--- src/sv/tss_pkg.sv ---
// Shared types, constants and byte-class functions for the SQL token splitter.
// No dependencies; used by sql_token_splitter_unit.
`default_nettype none

package tss_pkg;

  localparam int unsigned POS_BITS = 16;
  localparam logic [15:0] POS_MAX  = (POS_BITS >= 16) ? 16'hFFFF :
                                     16'((32'd1 << POS_BITS) - 32'd1);

  localparam logic [1:0] MODE_IDLE  = 2'd0;
  localparam logic [1:0] MODE_WORD  = 2'd1;
  localparam logic [1:0] MODE_QUOTE = 2'd2;
  localparam logic [1:0] MODE_OPER  = 2'd3;

  localparam logic [1:0] KIND_WORD   = 2'd0;
  localparam logic [1:0] KIND_QUOTED = 2'd1;
  localparam logic [1:0] KIND_OPER   = 2'd2;

  localparam logic [7:0] CH_SPACE  = 8'h20;
  localparam logic [7:0] CH_SQUOTE = 8'h27;
  localparam logic [7:0] CH_DQUOTE = 8'h22;
  localparam logic [7:0] CH_BSLASH = 8'h5C;
  localparam logic [7:0] CH_COMMA  = 8'h2C;
  localparam logic [7:0] CH_SEMI   = 8'h3B;
  localparam logic [7:0] CH_DOLLAR = 8'h24;
  localparam logic [7:0] CH_PCT    = 8'h25;
  localparam logic [7:0] CH_AMP    = 8'h26;
  localparam logic [7:0] CH_LPAREN = 8'h28;
  localparam logic [7:0] CH_RPAREN = 8'h29;
  localparam logic [7:0] CH_STAR   = 8'h2A;
  localparam logic [7:0] CH_PLUS   = 8'h2B;
  localparam logic [7:0] CH_MINUS  = 8'h2D;
  localparam logic [7:0] CH_SLASH  = 8'h2F;
  localparam logic [7:0] CH_LT     = 8'h3C;
  localparam logic [7:0] CH_EQ     = 8'h3D;
  localparam logic [7:0] CH_GT     = 8'h3E;
  localparam logic [7:0] CH_LBRACK = 8'h5B;
  localparam logic [7:0] CH_RBRACK = 8'h5D;
  localparam logic [7:0] CH_PIPE   = 8'h7C;

  typedef struct packed {
    logic [15:0] tok_start;
    logic [15:0] tok_len;
    logic [1:0]  tok_kind;
    logic [7:0]  escapes;
    logic        unterminated;
    logic        too_long;
    logic        run_last;
    logic        string_last;
  } tok_rec_t;

  function automatic logic is_delim(input logic [7:0] c);
    return (c <= CH_SPACE) || (c == CH_COMMA) || (c == CH_SEMI);
  endfunction

  function automatic logic is_quote(input logic [7:0] c);
    return (c == CH_SQUOTE) || (c == CH_DQUOTE);
  endfunction

  function automatic logic is_oper(input logic [7:0] c);
    return (c == CH_DOLLAR) || (c == CH_PCT) || (c == CH_AMP) || (c == CH_LPAREN) ||
           (c == CH_RPAREN) || (c == CH_STAR) || (c == CH_PLUS) || (c == CH_MINUS) ||
           (c == CH_SLASH) || (c == CH_LT) || (c == CH_EQ) || (c == CH_GT) ||
           (c == CH_LBRACK) || (c == CH_RBRACK) || (c == CH_PIPE);
  endfunction

  // length between two offsets, clipped at zero and at 16 bits
  function automatic logic [15:0] span(input logic [16:0] from_v, input logic [16:0] to_v);
    logic [16:0] d;
    d = (to_v >= from_v) ? (to_v - from_v) : 17'd0;
    return d[16] ? 16'hFFFF : d[15:0];
  endfunction

endpackage

`default_nettype wire

--- src/sv/tss_if.sv ---
// Handshake interfaces for the byte input and token result channels.
// Does not depend on tss_pkg; all field widths are fixed here.
`default_nettype none

interface tss_in_if;
  logic       valid;
  logic       ready;
  logic [7:0] ch;
  logic       last;
  modport source (output valid, output ch, output last, input ready);
  modport sink   (input valid, input ch, input last, output ready);
endinterface

interface tss_out_if;
  logic        valid;
  logic        ready;
  logic [15:0] tok_start;
  logic [15:0] tok_len;
  logic [1:0]  tok_kind;
  logic [7:0]  escapes;
  logic        unterminated;
  logic        too_long;
  logic        run_last;
  logic        string_last;
  modport source (output valid, output tok_start, output tok_len, output tok_kind,
                  output escapes, output unterminated, output too_long,
                  output run_last, output string_last, input ready);
  modport sink   (input valid, input tok_start, input tok_len, input tok_kind,
                  input escapes, input unterminated, input too_long,
                  input run_last, input string_last, output ready);
endinterface

`default_nettype wire

--- src/sv/sql_token_splitter_unit.sv ---
// Top level of the SQL token splitter: byte scanner plus four-entry token queue.
// Depends on tss_pkg and the interfaces in tss_if.sv.
//
//   channel   dir   word                    handshake
//   in_chan   in    one string byte + last  valid/ready
//   out_chan  out   one token record        valid/ready
//
// One byte is accepted per cycle while in_chan.ready is high; the scanner state
// updates at the accept edge and the byte's zero, one or two token records enter
// the queue together. in_chan.ready is high while the queue has two free entries,
// so a byte that yields two tokens always fits; the output port sets the peak rate.
// Reset clears the scan mode, offset counters and queue pointers.
// A stalled output fills the queue and then holds off input; nothing is dropped.
`default_nettype none

module sql_token_splitter_unit (
  input  wire           clk,
  input  wire           rst_n,
  tss_in_if.sink        in_chan,
  tss_out_if.source     out_chan
);

  logic [1:0]  mode_r, mode_nxt;
  logic        qd_r, qd_nxt;
  logic [15:0] pos_r, pos_nxt;
  logic [15:0] tb_r, tb_nxt;
  logic [7:0]  prev_r, prev_nxt;
  logic [7:0]  esc_r, esc_nxt;
  logic        sat_r, sat_nxt;

  tss_pkg::tok_rec_t q_r [4];
  logic [1:0] wr_ptr_r, rd_ptr_r;
  logic [2:0] count_r;

  logic       in_acc, out_acc;
  logic [7:0] c;
  logic       lst;
  logic [16:0] cur1;
  logic       e1_v, e2_v;
  tss_pkg::tok_rec_t e1, e2, rec_a, rec_b, head;
  logic [1:0] push_n;
  logic [1:0] m1;
  logic       qd1;
  logic [15:0] tb1;
  logic [7:0]  esc1;
  logic        st_do;
  logic        oper2;

  assign in_acc  = in_chan.valid && in_chan.ready;
  assign out_acc = out_chan.valid && out_chan.ready;
  assign in_chan.ready = (count_r <= 3'd2);
  assign c    = in_chan.ch;
  assign lst  = in_chan.last;
  assign cur1 = {1'b0, pos_r} + 17'd1;
  assign oper2 = tss_pkg::is_oper(c) && (c != tss_pkg::CH_LPAREN) &&
                 (c != tss_pkg::CH_RPAREN) && (c != tss_pkg::CH_MINUS) &&
                 (c != tss_pkg::CH_PLUS);

  always_comb begin
    m1    = mode_r;
    qd1   = qd_r;
    tb1   = tb_r;
    esc1  = esc_r;
    st_do = 1'b0;
    e1_v  = 1'b0;
    e2_v  = 1'b0;
    e1    = '0;
    e2    = '0;
    e1.too_long = sat_r;
    e2.too_long = sat_r;

    case (mode_r)
      tss_pkg::MODE_WORD: begin
        if (tss_pkg::is_delim(c) || tss_pkg::is_oper(c)) begin
          e1_v         = 1'b1;
          e1.tok_start = tb_r;
          e1.tok_len   = tss_pkg::span({1'b0, tb_r}, {1'b0, pos_r});
          e1.tok_kind  = tss_pkg::KIND_WORD;
          st_do        = 1'b1;
        end
      end
      tss_pkg::MODE_QUOTE: begin
        if (tss_pkg::is_quote(c)) begin
          if (prev_r == tss_pkg::CH_BSLASH) begin
            if (esc_r != 8'hFF) esc1 = esc_r + 8'd1;
          end else if ((c == tss_pkg::CH_DQUOTE) == qd_r) begin
            e1_v         = 1'b1;
            e1.tok_start = tb_r;
            e1.tok_len   = tss_pkg::span({1'b0, tb_r}, {1'b0, pos_r});
            e1.tok_kind  = tss_pkg::KIND_QUOTED;
            e1.escapes   = esc_r;
            m1           = tss_pkg::MODE_IDLE;
          end
        end
      end
      tss_pkg::MODE_OPER: begin
        e1_v         = 1'b1;
        e1.tok_start = tb_r;
        e1.tok_kind  = tss_pkg::KIND_OPER;
        if (oper2) begin
          e1.tok_len = 16'd2;
          m1         = tss_pkg::MODE_IDLE;
        end else begin
          e1.tok_len = 16'd1;
          st_do      = 1'b1;
        end
      end
      default: st_do = 1'b1;
    endcase

    // start of a new token at this byte
    if (st_do) begin
      if (tss_pkg::is_delim(c)) begin
        m1 = tss_pkg::MODE_IDLE;
      end else if (tss_pkg::is_quote(c)) begin
        m1   = tss_pkg::MODE_QUOTE;
        qd1  = (c == tss_pkg::CH_DQUOTE);
        tb1  = (pos_r < tss_pkg::POS_MAX) ? cur1[15:0] : pos_r;
        esc1 = 8'd0;
      end else if (tss_pkg::is_oper(c)) begin
        m1  = tss_pkg::MODE_OPER;
        tb1 = pos_r;
      end else begin
        m1  = tss_pkg::MODE_WORD;
        tb1 = pos_r;
      end
    end

    // end of string closes any open token
    if (lst) begin
      e2.tok_start = tb1;
      case (m1)
        tss_pkg::MODE_WORD: begin
          e2_v        = 1'b1;
          e2.tok_len  = tss_pkg::span({1'b0, tb1}, cur1);
          e2.tok_kind = tss_pkg::KIND_WORD;
        end
        tss_pkg::MODE_QUOTE: begin
          e2_v            = 1'b1;
          e2.tok_len      = tss_pkg::span({1'b0, tb1}, cur1);
          e2.tok_kind     = tss_pkg::KIND_QUOTED;
          e2.escapes      = esc1;
          e2.unterminated = 1'b1;
        end
        tss_pkg::MODE_OPER: begin
          e2_v        = 1'b1;
          e2.tok_len  = 16'd1;
          e2.tok_kind = tss_pkg::KIND_OPER;
        end
        default: e2_v = 1'b0;
      endcase
      e1.string_last = 1'b1;
      e2.string_last = 1'b1;
    end
    e2.run_last = 1'b1;
    e1.run_last = !e2_v;

    rec_a  = e1_v ? e1 : e2;
    rec_b  = e2;
    push_n = in_acc ? (2'(e1_v) + 2'(e2_v)) : 2'd0;

    if (lst) begin
      mode_nxt = tss_pkg::MODE_IDLE;
      qd_nxt   = 1'b0;
      pos_nxt  = 16'd0;
      tb_nxt   = 16'd0;
      prev_nxt = 8'd0;
      esc_nxt  = 8'd0;
      sat_nxt  = 1'b0;
    end else begin
      mode_nxt = m1;
      qd_nxt   = qd1;
      tb_nxt   = tb1;
      esc_nxt  = esc1;
      prev_nxt = c;
      pos_nxt  = (pos_r < tss_pkg::POS_MAX) ? cur1[15:0] : pos_r;
      sat_nxt  = sat_r || (pos_r >= tss_pkg::POS_MAX);
    end
  end

  always_ff @(posedge clk) begin
    if (!rst_n) begin
      mode_r <= tss_pkg::MODE_IDLE;
      qd_r   <= 1'b0;
      pos_r  <= 16'd0;
      tb_r   <= 16'd0;
      prev_r <= 8'd0;
      esc_r  <= 8'd0;
      sat_r  <= 1'b0;
    end else if (in_acc) begin
      mode_r <= mode_nxt;
      qd_r   <= qd_nxt;
      pos_r  <= pos_nxt;
      tb_r   <= tb_nxt;
      prev_r <= prev_nxt;
      esc_r  <= esc_nxt;
      sat_r  <= sat_nxt;
    end
  end

  // token queue
  always_ff @(posedge clk) begin
    if (push_n != 2'd0) q_r[wr_ptr_r] <= rec_a;
    if (push_n == 2'd2) q_r[wr_ptr_r + 2'd1] <= rec_b;
  end

  always_ff @(posedge clk) begin
    if (!rst_n) begin
      wr_ptr_r <= 2'd0;
      rd_ptr_r <= 2'd0;
      count_r  <= 3'd0;
    end else begin
      wr_ptr_r <= wr_ptr_r + push_n;
      if (out_acc) rd_ptr_r <= rd_ptr_r + 2'd1;
      count_r  <= count_r + 3'(push_n) - 3'(out_acc);
    end
  end

  assign head                  = q_r[rd_ptr_r];
  assign out_chan.valid        = (count_r != 3'd0);
  assign out_chan.tok_start    = head.tok_start;
  assign out_chan.tok_len      = head.tok_len;
  assign out_chan.tok_kind     = head.tok_kind;
  assign out_chan.escapes      = head.escapes;
  assign out_chan.unterminated = head.unterminated;
  assign out_chan.too_long     = head.too_long;
  assign out_chan.run_last     = head.run_last;
  assign out_chan.string_last  = head.string_last;

  a_queue_bound: assert property (@(posedge clk) disable iff (!rst_n)
    count_r <= 3'd4)
    else $error("token queue overflow");

  a_end_resets: assert property (@(posedge clk) disable iff (!rst_n)
    in_acc && in_chan.last |=> mode_r == tss_pkg::MODE_IDLE && pos_r == 16'd0 && !sat_r)
    else $error("scanner state not cleared after end of string");

  a_sat_at_max: assert property (@(posedge clk) disable iff (!rst_n)
    sat_r |-> pos_r == tss_pkg::POS_MAX)
    else $error("overflow flag set below position bound");

endmodule

`default_nettype wire
--- src/flat_wrapper.sv ---
// flat-port wrapper written by rule: the top's interface ports become plain ports
module sql_token_splitter_unit_flat 
  (clk, rst_n, in_chan_valid, in_chan_ch, in_chan_last, in_chan_ready, out_chan_valid, out_chan_tok_start, out_chan_tok_len, out_chan_tok_kind, out_chan_escapes, out_chan_unterminated, out_chan_too_long, out_chan_run_last, out_chan_string_last, out_chan_ready);
  tss_in_if in_chan_i ();
  tss_out_if out_chan_i ();
  input  wire clk;
  input  wire rst_n;
  input wire logic [$bits(in_chan_i.valid)-1:0] in_chan_valid;
  input wire logic [$bits(in_chan_i.ch)-1:0] in_chan_ch;
  input wire logic [$bits(in_chan_i.last)-1:0] in_chan_last;
  output wire logic [$bits(in_chan_i.ready)-1:0] in_chan_ready;
  output wire logic [$bits(out_chan_i.valid)-1:0] out_chan_valid;
  output wire logic [$bits(out_chan_i.tok_start)-1:0] out_chan_tok_start;
  output wire logic [$bits(out_chan_i.tok_len)-1:0] out_chan_tok_len;
  output wire logic [$bits(out_chan_i.tok_kind)-1:0] out_chan_tok_kind;
  output wire logic [$bits(out_chan_i.escapes)-1:0] out_chan_escapes;
  output wire logic [$bits(out_chan_i.unterminated)-1:0] out_chan_unterminated;
  output wire logic [$bits(out_chan_i.too_long)-1:0] out_chan_too_long;
  output wire logic [$bits(out_chan_i.run_last)-1:0] out_chan_run_last;
  output wire logic [$bits(out_chan_i.string_last)-1:0] out_chan_string_last;
  input wire logic [$bits(out_chan_i.ready)-1:0] out_chan_ready;
  assign in_chan_i.valid = in_chan_valid;
  assign in_chan_i.ch = in_chan_ch;
  assign in_chan_i.last = in_chan_last;
  assign in_chan_ready = in_chan_i.ready;
  assign out_chan_valid = out_chan_i.valid;
  assign out_chan_tok_start = out_chan_i.tok_start;
  assign out_chan_tok_len = out_chan_i.tok_len;
  assign out_chan_tok_kind = out_chan_i.tok_kind;
  assign out_chan_escapes = out_chan_i.escapes;
  assign out_chan_unterminated = out_chan_i.unterminated;
  assign out_chan_too_long = out_chan_i.too_long;
  assign out_chan_run_last = out_chan_i.run_last;
  assign out_chan_string_last = out_chan_i.string_last;
  assign out_chan_i.ready = out_chan_ready;
  sql_token_splitter_unit u_core (.clk(clk), .rst_n(rst_n), .in_chan(in_chan_i), .out_chan(out_chan_i));
endmodule
--- config.mk ---
export PLATFORM = sky130hd
export DESIGN_NAME = sql_token_splitter_unit_flat
export DESIGN_NICKNAME = d
export VERILOG_FILES = /design/src/sv/tss_pkg.sv /design/src/sv/tss_if.sv /design/src/sv/sql_token_splitter_unit.sv /design/src/flat_wrapper.sv
export SDC_FILE = /design/constraint.sdc
export NUM_CORES = 1
export LEC_CHECK = 0
export ABC_AREA = 1
export BUFFER_PORTS_ARGS = -buffer_cell sky130_fd_sc_hd__clkbuf_2
export CAP_MARGIN = 15
export CORE_UTILIZATION = 50
export DETAILED_ROUTE_END_ITERATION = 16
export PLACE_DENSITY_LB_ADDON = 0.1
export SKIP_LAST_GASP = 1
export SYNTH_ARGS = -nofsm -noshare
export SYNTH_HDL_FRONTEND = slang
export SYNTH_SLANG_ARGS = --single-unit
--- constraint.sdc ---
create_clock -name clk -period 6.25 [get_ports clk]
set_clock_uncertainty 0.1 [all_clocks]
set_input_delay 0.3125 -clock clk [delete_from_list [all_inputs] [get_ports clk]]
set_output_delay 0.3125 -clock clk [all_outputs]
set_load 0.05 [all_outputs]
Word-level counts from Yosys, hierarchy flattened
Memories as Yosys holds them, arrays and structs flattened. A register that Yosys moved wholly into a read port is not among the register bits. Index checks and enable logic that the tools add are counted.

Register bits after elaboration: 59. RAM bits: 184. Input port bits: 13. Output and inout port bits: 48. Logic and storage cells: 155. Memories kept: 1.

Memory list: u_core.q_r (depth 4, bits a word 46, rd ports 1, clocked after memory_dff 1, write ports 2, RTL line sql_token_splitter_unit.sv:31) `tss_pkg::tok_rec_t q_r [4];`.

Add/subtract/negate cells: 10. Magnitude comparators: 6. Eq/ne operators: 34. Multiplexer cells: 62. Reductions and logical operators: 32.

Operator list (number): equality test 8 x 6 -> 1 bit (second input constant) (16); two-way mux 16 bit (8); two-way mux 42 bit (3); one-hot mux 34 bit (3 select lines) (1); two-way mux 8 bit (10); one-hot mux 18 bit (3 select lines) (1); two-way mux 46 bit (1); two-way mux 43 bit (1); two-way mux 17 bit (2); two-way mux 34 bit (1); equality test 8 x 7 -> 1 bit (second input constant) (4); != test 8 x 6 -> 1 bit (second input constant) (4); two-way mux 2 bit (13); logical OR 1 bit (19); adder 16 x 1 -> 17 bit (second input constant) (1); greater-or-equal comparator 17 x 16 -> 1 bit (1); two-way mux 1 bit (17); subtractor 16 x 16 -> 17 bit (1); subtractor 17 x 16 -> 17 bit (1); greater-or-equal comparator 16 bit (1); greater-or-equal comparator 16 bit (second input constant) (1); < comparator 16 bit (second input constant) (1); equality test 2 bit (second input constant) (5); two-way mux 9 bit (1); 20 further kinds (30).

Depth between registers and ports, before layout
Gate-level depths: netlist of the first run.

Word-level depth: 31. Gate-level depth with buffers: 33.

Worst setup path after synthesis of the first run
OpenSTA, ideal clock, no wires.

Path kind: input -> register. Start: in in_chan_ch[0]. End: mem u_core.q_r[0][0] (netlist name), enable pin. Arrival: 4.116 ns. Data required time: 5.747 ns. Path slack: 1.631 ns. Stages on the path: 22. Cell sequence: inv_1 -> nand2_1 -> nor2_1 -> nand2_2 -> nand2_2 -> inv_2 -> nor3_1 -> nand2_1 -> nand2_1 -> nor2_1 -> inv_1 -> buf_2 -> ha_1 -> inv_1 -> nor2_1 -> inv_1 -> nor2_1 -> inv_1 -> nor2_1 -> inv_1 -> clkbuf_1 -> nand2_1.

RTL lines: start: declaration (RTL line flat_wrapper.sv:9) `input wire logic [$bits(in_chan_i.ch)-1:0] in_chan_ch;`; end: declaration (RTL line sql_token_splitter_unit.sv:31).

==> impl_metrics.ini, run 1 <==
[clock_network]
cts_buffers = 28
cts_resized = 0
htreeDepth = 1
clock_path_buffers = 3
clkSinkCount = 245
clkTransAtPathRegs_ns = 0.06
cts_tree = done
clock_latency_ns = 0.57
post_cts_buffers = 0
cts-root-buf = clkbuf_16

[power]
p_seq_frac = 0.360
p_int_mw = 3.17
vdd_drop_max_mv = 0.293
p_comb_frac = 0.326
leakagePower_nw = 6.57
switchingPower_mw = 2.03
power_mw = 5.20
sw_frac_of_total = 0.391
clockPowerShare = 0.314
powerDensity_mw_per_mm2 = 316

[critical_path]
crit_type = reg2reg
required_ns = 6.57
r2r_slack_ns = 0.48
startpoint = u_core.pos_r[1]$_SDFFE_PN0P_
reg2reg_depth = 25
cp-start-kind = register
path_max_fanout = 23
r2r-start = u_core.pos_r[1]$_SDFFE_PN0P_
worstPathArrival_ns = 6.09
endpoint_kind = register
reg2reg_to = u_core.q_r[1][25]$_DFFE_PP_

[sta]
worst_slack_ns = 0.485
fin_crit_ns = 5.77
max_freq_mhz = 173
hold_viol = 0
fin_setup_tns_ns = 0
tightest_slew_ns = 1.01
relSlewSlack = 0.330
setup_viol_count_final = 0
finalCritPeriodShare = 0.922
slew_viol_final = 0
rsz0062_at_grt = false

[place]
gp_congestion = 0.979
dp_hpwl_um = 32000
portBuffers = 60
pre_cts_ws_ns = 0.463
dp_cells = 2264

[synthesis]
synth_cell_types = 48
dominantRegCellSynth = edfxtp_1
synth_edf_count = 180
synth_area_mm2 = 0.0148
avgSynthCellArea_um2 = 7.83
syn_nets = 1943
synth_seq_cells = 245
yosys_warnings = 0
synthCells = 1887
seq_area_frac_synth = 0.454
async_flop_share = 0

[global_routing]
grt-ovfl-total = 0
antenna_found_initial = 0
grt_pass1_vias = 12682
grt_first_pass_wirelength_um = 73200
grt_max_degree = 93
grt_usage = 0.312

[route]
drc = 0
via_count = 13603
vias_per_cell = 5.85
drtIter0Drc = 1645
drtAntennaViolNets = 0
wirelength_um = 47400
wl_per_cell_um = 20.4
drt_pass1_iterations = 6

[flow_run]
cap_violations = 0

[final_layout]
finish.utilization = 0.570
layout-drive-gt1-share = 0.103
area.growth.synth_to_final_pct = 11.2
num_antenna_cells = 0
nets = 1977
finalNonFillerCells = 2327

[floorplan]
io_pins = 61
die_area_mm2 = 0.0303
num_rows = 62
die_x_um = 174
core_mm2 = 0.0289
initial_core_util = 0.512
die_height_um = 174

[min_path]
min_from = in_chan_last
worstHoldPathType = in2reg
hold_path_end = u_core.sat_r$_SDFFE_PN0P_
min_path_cells = 2

[status]
status = finished, final reports clean
## cell type report
class | instances | area [um^2]
inverter | 182 | 684
timing repair buffer | 99 | 631
multi-input combinational | 1365 | 7010
clock buffer | 34 | 744
fill | 2718 | 12400
tap | 384 | 480
sequential | 245 | 6710
clock inverter | 18 | 176
## synth_stat cells (all sizes together), types with 3 or more instances
| cell | number | share of area |
|---|---|---|
| nand4 | 16 | 0.0068 |
| edfxtp | 180 | 0.37 |
| o21a | 3 | 0.0015 |
| o221ai | 3 | 0.0018 |
| dfxtp | 65 | 0.088 |
| inv | 181 | 0.046 |
| ha | 40 | 0.034 |
| nor3 | 22 | 0.0074 |
| o21ai | 207 | 0.072 |
| nand3 | 65 | 0.025 |
| o22ai | 159 | 0.067 |
| buf | 20 | 0.0081 |
| nor4 | 4 | 0.0017 |
| xor2 | 27 | 0.016 |
| o21bai | 4 | 0.0020 |
| a21oi | 104 | 0.038 |
| nand2 | 500 | 0.13 |
| clkbuf | 76 | 0.019 |
| fa | 3 | 0.0041 |
| nor2 | 171 | 0.045 |
| xnor2 | 16 | 0.0095 |
| or2 | 5 | 0.0021 |
## worst max-delay path, stage by stage (launching register included)
cell and delay [ns]:
dfxtp_1 0.47, ha_1 0.25, nand3_1 0.14, nor2_1 0.20
nand2_1 0.28, inv_1 0.57, nor3_1 0.10, o21ai_0 0.21
o21ai_0 0.30, ha_1 0.47, nand2_1 0.12, o21ai_0 0.47
inv_1 0.08, nor2_1 0.11, nand3_1 0.13, nand2_2 0.13
nand2_1 0.07, nand2_2 0.09, nand2_2 0.11, a21oi_4 0.51
nand3_1 0.14, nand2_1 0.17, nand2_1 0.07, nand2_1 0.13
nand2_1 0.07, nand2_1 0.09
## flip-flops by register name, indices dropped and copies added (netlist names), named ones only
signal,flops
u_core.q_r,184
u_core.pos_r,16
u_core.tb_r,16
u_core.esc_r,8
u_core.prev_r,8
u_core.count_r,3
u_core.mode_r,2
u_core.rd_ptr_r,2
u_core.wr_ptr_r,2
u_core.qd_r,1
u_core.sat_r,1
## power groups by stage
stage / Sequential [mW] / Clock, mW / Combinational (mW)
finish: 1.87 / 1.63 / 1.70
global route: 1.88 / 1.70 / 1.83
CTS: 1.87 / 1.64 / 1.68
detailed placement: 1.91 / 0 / 1.67
global placement: 1.90 / 0 / 1.66
floorplan: 1.89 / 0 / 1.25
## logic make-up after synthesis
logic type | share of synthesized area
and+or+nand+nor | 0.222
AOI/OAI and AO/OA | 0.188
buffers and inverters | 0.0736
DFF | 0.454
xor gates and xnor gates | 0.0255
adders and majority gates | 0.0379
## metrics by stage
| step | hold slack, ns | instance area, um^2 |
|---|---|---|
| 2_1_floorplan | 0.306 | 14800 |
| 3_3_place_gp | 0.352 | 15400 |
| 3_5_place_dp | 0.353 | 15400 |
| 4_1_cts | 0.191 | 16400 |
| 5_1_grt | 0.238 | 16400 |
| 6_report | 0.220 | 16400 |
## routing by layer
layer  global-route usage  part of all wire
met5                    0                 0
met2                0.473              0.43
met1                0.449              0.44
met3               0.0494             0.097
met4                0.113             0.033
## how the worst max path moves through the flow
stage / endpoint / slack [ns] / depth (start not counted)
floorplan: u_core.q_r[0][0]$_DFFE_PP_ / 1.63 / 22
global placement: u_core.q_r[2][25]$_DFFE_PP_ / 0.58 / 27
detailed placement: u_core.q_r[1][25]$_DFFE_PP_ / 0.46 / 27
CTS: u_core.q_r[1][25]$_DFFE_PP_ / 0.40 / 27
global route: u_core.q_r[1][25]$_DFFE_PP_ / 0.04 / 25
finish: u_core.q_r[1][25]$_DFFE_PP_ / 0.48 / 25
## repair_timing
item | in CTS | in global routing
endpoints found under the setup margin | 0 | 19
hold buffers | 10 | 0
hold endpoints to repair | 11 | 0
## cell usage in the layout (no fill, tap or decap), drive strengths merged
master,Yosys,layout
or2,5,5
a21oi,104,105
fa,3,3
o21ai,207,207
nand4,16,16
o221ai,3,3
nand3,65,65
edfxtp,180,180
nand3b,2,2
o22ai,159,159
a221oi,2,2
bufinv,0,2
nor3b,1,1
ha,40,40
dfxtp,65,65
nand2,500,500
dlygate4sd3,0,10
o21bai,4,4
a21boi,2,2
nor2,171,171
o211a,1,1
xor2,27,27
and2,2,2
clkinv,1,14
a211oi,1,1
a22oi,2,2
clkbuf,76,94
buf,20,29
o21a,3,3
a31oi,1,1
nor3,22,22
xnor2,16,16
o211ai,1,1
nor4,4,4
clkinvlp,0,3
inv,181,181
Power figures use the tool's default switching activity.
==> run 2, diff against run 1 <==
--- a/config.mk
+++ b/config.mk
@@ -5,7 +5,6 @@
 export SDC_FILE = /design/constraint.sdc
 export NUM_CORES = 1
 export LEC_CHECK = 0
-export ABC_AREA = 1
 export BUFFER_PORTS_ARGS = -buffer_cell sky130_fd_sc_hd__clkbuf_2
 export CAP_MARGIN = 15
 export CORE_UTILIZATION = 50
==> impl_metrics.ini, run 2 <==
[status]
status = finished, final reports clean

[route]
drt_pass1_iterations = 5
drtIter0Drc = 1220
drtAntennaViolNets = 0
vias_per_cell = 6.37
drc = 0
wl_per_cell_um = 23.8
via_count = 11888
wirelength_um = 44300

[sta]
slew_viol_final = 0
finalCritPeriodShare = 0.893
relSlewSlack = 0.275
hold_viol = 0
fin_setup_tns_ns = 0
setup_viol_count_final = 0
tightest_slew_ns = 1.09
rsz0062_at_grt = false
fin_crit_ns = 5.58
max_freq_mhz = 179

[synthesis]
synth_seq_cells = 245
avgSynthCellArea_um2 = 10.1
synthTopCellsByCount = edfxtp_1, nand2_1, o21ai_0
seq_area_frac_synth = 0.463
yosysTopAreaCell = edfxtp_1
synth_area_mm2 = 0.0145
yosys_warnings = 0
async_flop_share = 0
synth_cell_types = 75
yosysMostFrequentCell = edfxtp_1
dominantRegCellSynth = edfxtp_1
syn_nets = 1493
synthCells = 1437
synth.top_cell.area_share = 0.374
synth_edf_count = 180
yosys-top-cells-area = edfxtp_1, dfxtp_1, mux4_2

[place]
dp_hpwl_um = 31600
portBuffers = 60
gp_congestion = 0.945
place_area_mm2 = 0.0152

[clock_network]
clock_path_buffers = 3
cts_tree = done
htreeDepth = 1
cts-root-buf = clkbuf_16
clock_latency_ns = 0.54
cts_hold_buf = 0
clkSinkCount = 245
clkTransAtPathRegs_ns = 0.06
post_cts_buffers = 0
cts_resized = 0
cts_buffers = 27

[final_layout]
nets = 1524
final_cell_mix = edfxtp_1, nand2_1, o21ai_0
largestRegisters = u_core.q_r x184, u_core.pos_r x16, u_core.tb_r x16
area.growth.synth_to_final_pct = 10.9
layout-drive-gt1-share = 0.147
final_common_cell = edfxtp_1
finish.utilization = 0.570
largest_reg_flops = 184
fillers = 2448
num_antenna_cells = 0
regMostFlops = u_core.q_r
fin_area_mm2 = 0.0161

[critical_path]
cp-start-kind = register
reg2reg_to = u_core.q_r[0][20]$_DFFE_PP_
worstPathArrival_ns = 5.76
endpoint_kind = register
crit_type = reg2reg
path_max_fanout = 21
required_ns = 6.43
reg2reg_depth = 22
r2r_slack_ns = 0.67
r2r-start = u_core.pos_r[1]$_SDFFE_PN0P_

[min_path]
min_from = in_chan_ch[5]
min_path_cells = 4
hold_path_end = u_core.prev_r[5]$_SDFFE_PN0P_
worstHoldPathType = in2reg

[floorplan]
num_rows = 61
die_area_mm2 = 0.0296
core_mm2 = 0.0282
initial_core_util = 0.514
io_pins = 61
die_x_um = 172
die_height_um = 172

[power]
vdd_drop_max_mv = 0.173
powerDensity_mw_per_mm2 = 302
leakagePower_nw = 5.56

[global_routing]
grt_first_pass_wirelength_um = 67800
grt_pass1_vias = 11250
grt_usage = 0.305
grt-ovfl-total = 0
antenna_found_initial = 0
grt_max_degree = 61

[flow_run]
cap_violations = 0
==> run 2: metrics by stage <==
stage	hold WS [ns]	power, mW	worst slack [ns]	cells
final	0.130	4.85	0.670	1867
after global routing	0.179	5.02	0.169	1867
after CTS	0.114	4.87	0.600	1866
after detailed placement	0.396	3.33	0.360	1816
after global placement	0.354	3.33	0.350	1816
after floorplan	0.337	2.99	0.321	1437
==> run 2: logic make-up (layout without fill, tap and decap cells) <==
family / count (synthesis) / in the layout / synth area share
flops: 245 / 245 / 0.463
mux: 50 / 50 / 0.0744
compound gates: 456 / 456 / 0.198
fa+ha+maj: 44 / 44 / 0.0394
buf+inv: 153 / 205 / 0.0405
xor+xnor: 55 / 55 / 0.0338
simple gates: 434 / 434 / 0.151
==> run 2: per-layer routing <==
metal	vias up	global-route usage	wire, um	share of wire
met5	-	0	0	0
met4	0	0.0900	1210	0.027
met3	66	0.0476	3620	0.082
li1	5472	-	-	-
met2	548	0.457	19300	0.44
met1	5802	0.453	20200	0.46
==> run 2: final cells by class <==
class                      instances  area, um^2  share of cell area
clock buffer                      34         743              0.0463
sequential                       245        6710               0.418
timing repair buffer             101         608              0.0379
clock inverter                    16         116             0.00725
multi-input combinational       1039        7200               0.448
tap                              378         473              0.0295
inverter                          54         203              0.0126
==> run 2: worst max-delay path by stage <==
stage                                            start                           to  slack [ns]  cells after the start
after floorplan                          in_chan_ch[2]   u_core.q_r[3][5]$_DFFE_PP_        0.32                     21
after global placement                   in_chan_ch[4]  u_core.q_r[0][24]$_DFFE_PP_        0.35                     22
after detailed placement                 in_chan_ch[4]  u_core.q_r[0][24]$_DFFE_PP_        0.36                     22
after CTS                 u_core.pos_r[0]$_SDFFE_PN0P_  u_core.q_r[0][24]$_DFFE_PP_        0.60                     22
after global routing      u_core.pos_r[0]$_SDFFE_PN0P_  u_core.q_r[3][20]$_DFFE_PP_        0.17                     22
final                     u_core.pos_r[1]$_SDFFE_PN0P_  u_core.q_r[0][20]$_DFFE_PP_        0.67                     22
==> run 2: critical path, stage by stage (launching register included) <==
cell	delay, ns
dfxtp_1	0.51
ha_1	0.24
buf_4	0.14
nand4_1	0.11
nor4_2	0.42
nor2_1	0.27
xnor2_1	0.18
o21ai_0	0.40
ha_1	0.23
inv_1	0.06
fa_1	0.45
a21o_1	0.20
a21oi_1	0.21
nand2b_1	0.15
inv_1	0.06
nand4_1	0.10
o211ai_2	0.15
a31oi_1	0.26
xnor2_2	0.15
buf_4	0.24
nor2_1	0.33
o21a_1	0.23
o22ai_1	0.10
==> run 2: report_power, final <==
group | internal, mW | total [mW] | switching [mW] | leakage [nW]
Clock | 0.886 | 1.55 | 0.666 | 0.420
Sequential | 1.82 | 1.88 | 0.0649 | 2.27
Combinational | 0.440 | 1.41 | 0.973 | 2.87
Total | 3.14 | 4.85 | 1.70 | 5.56
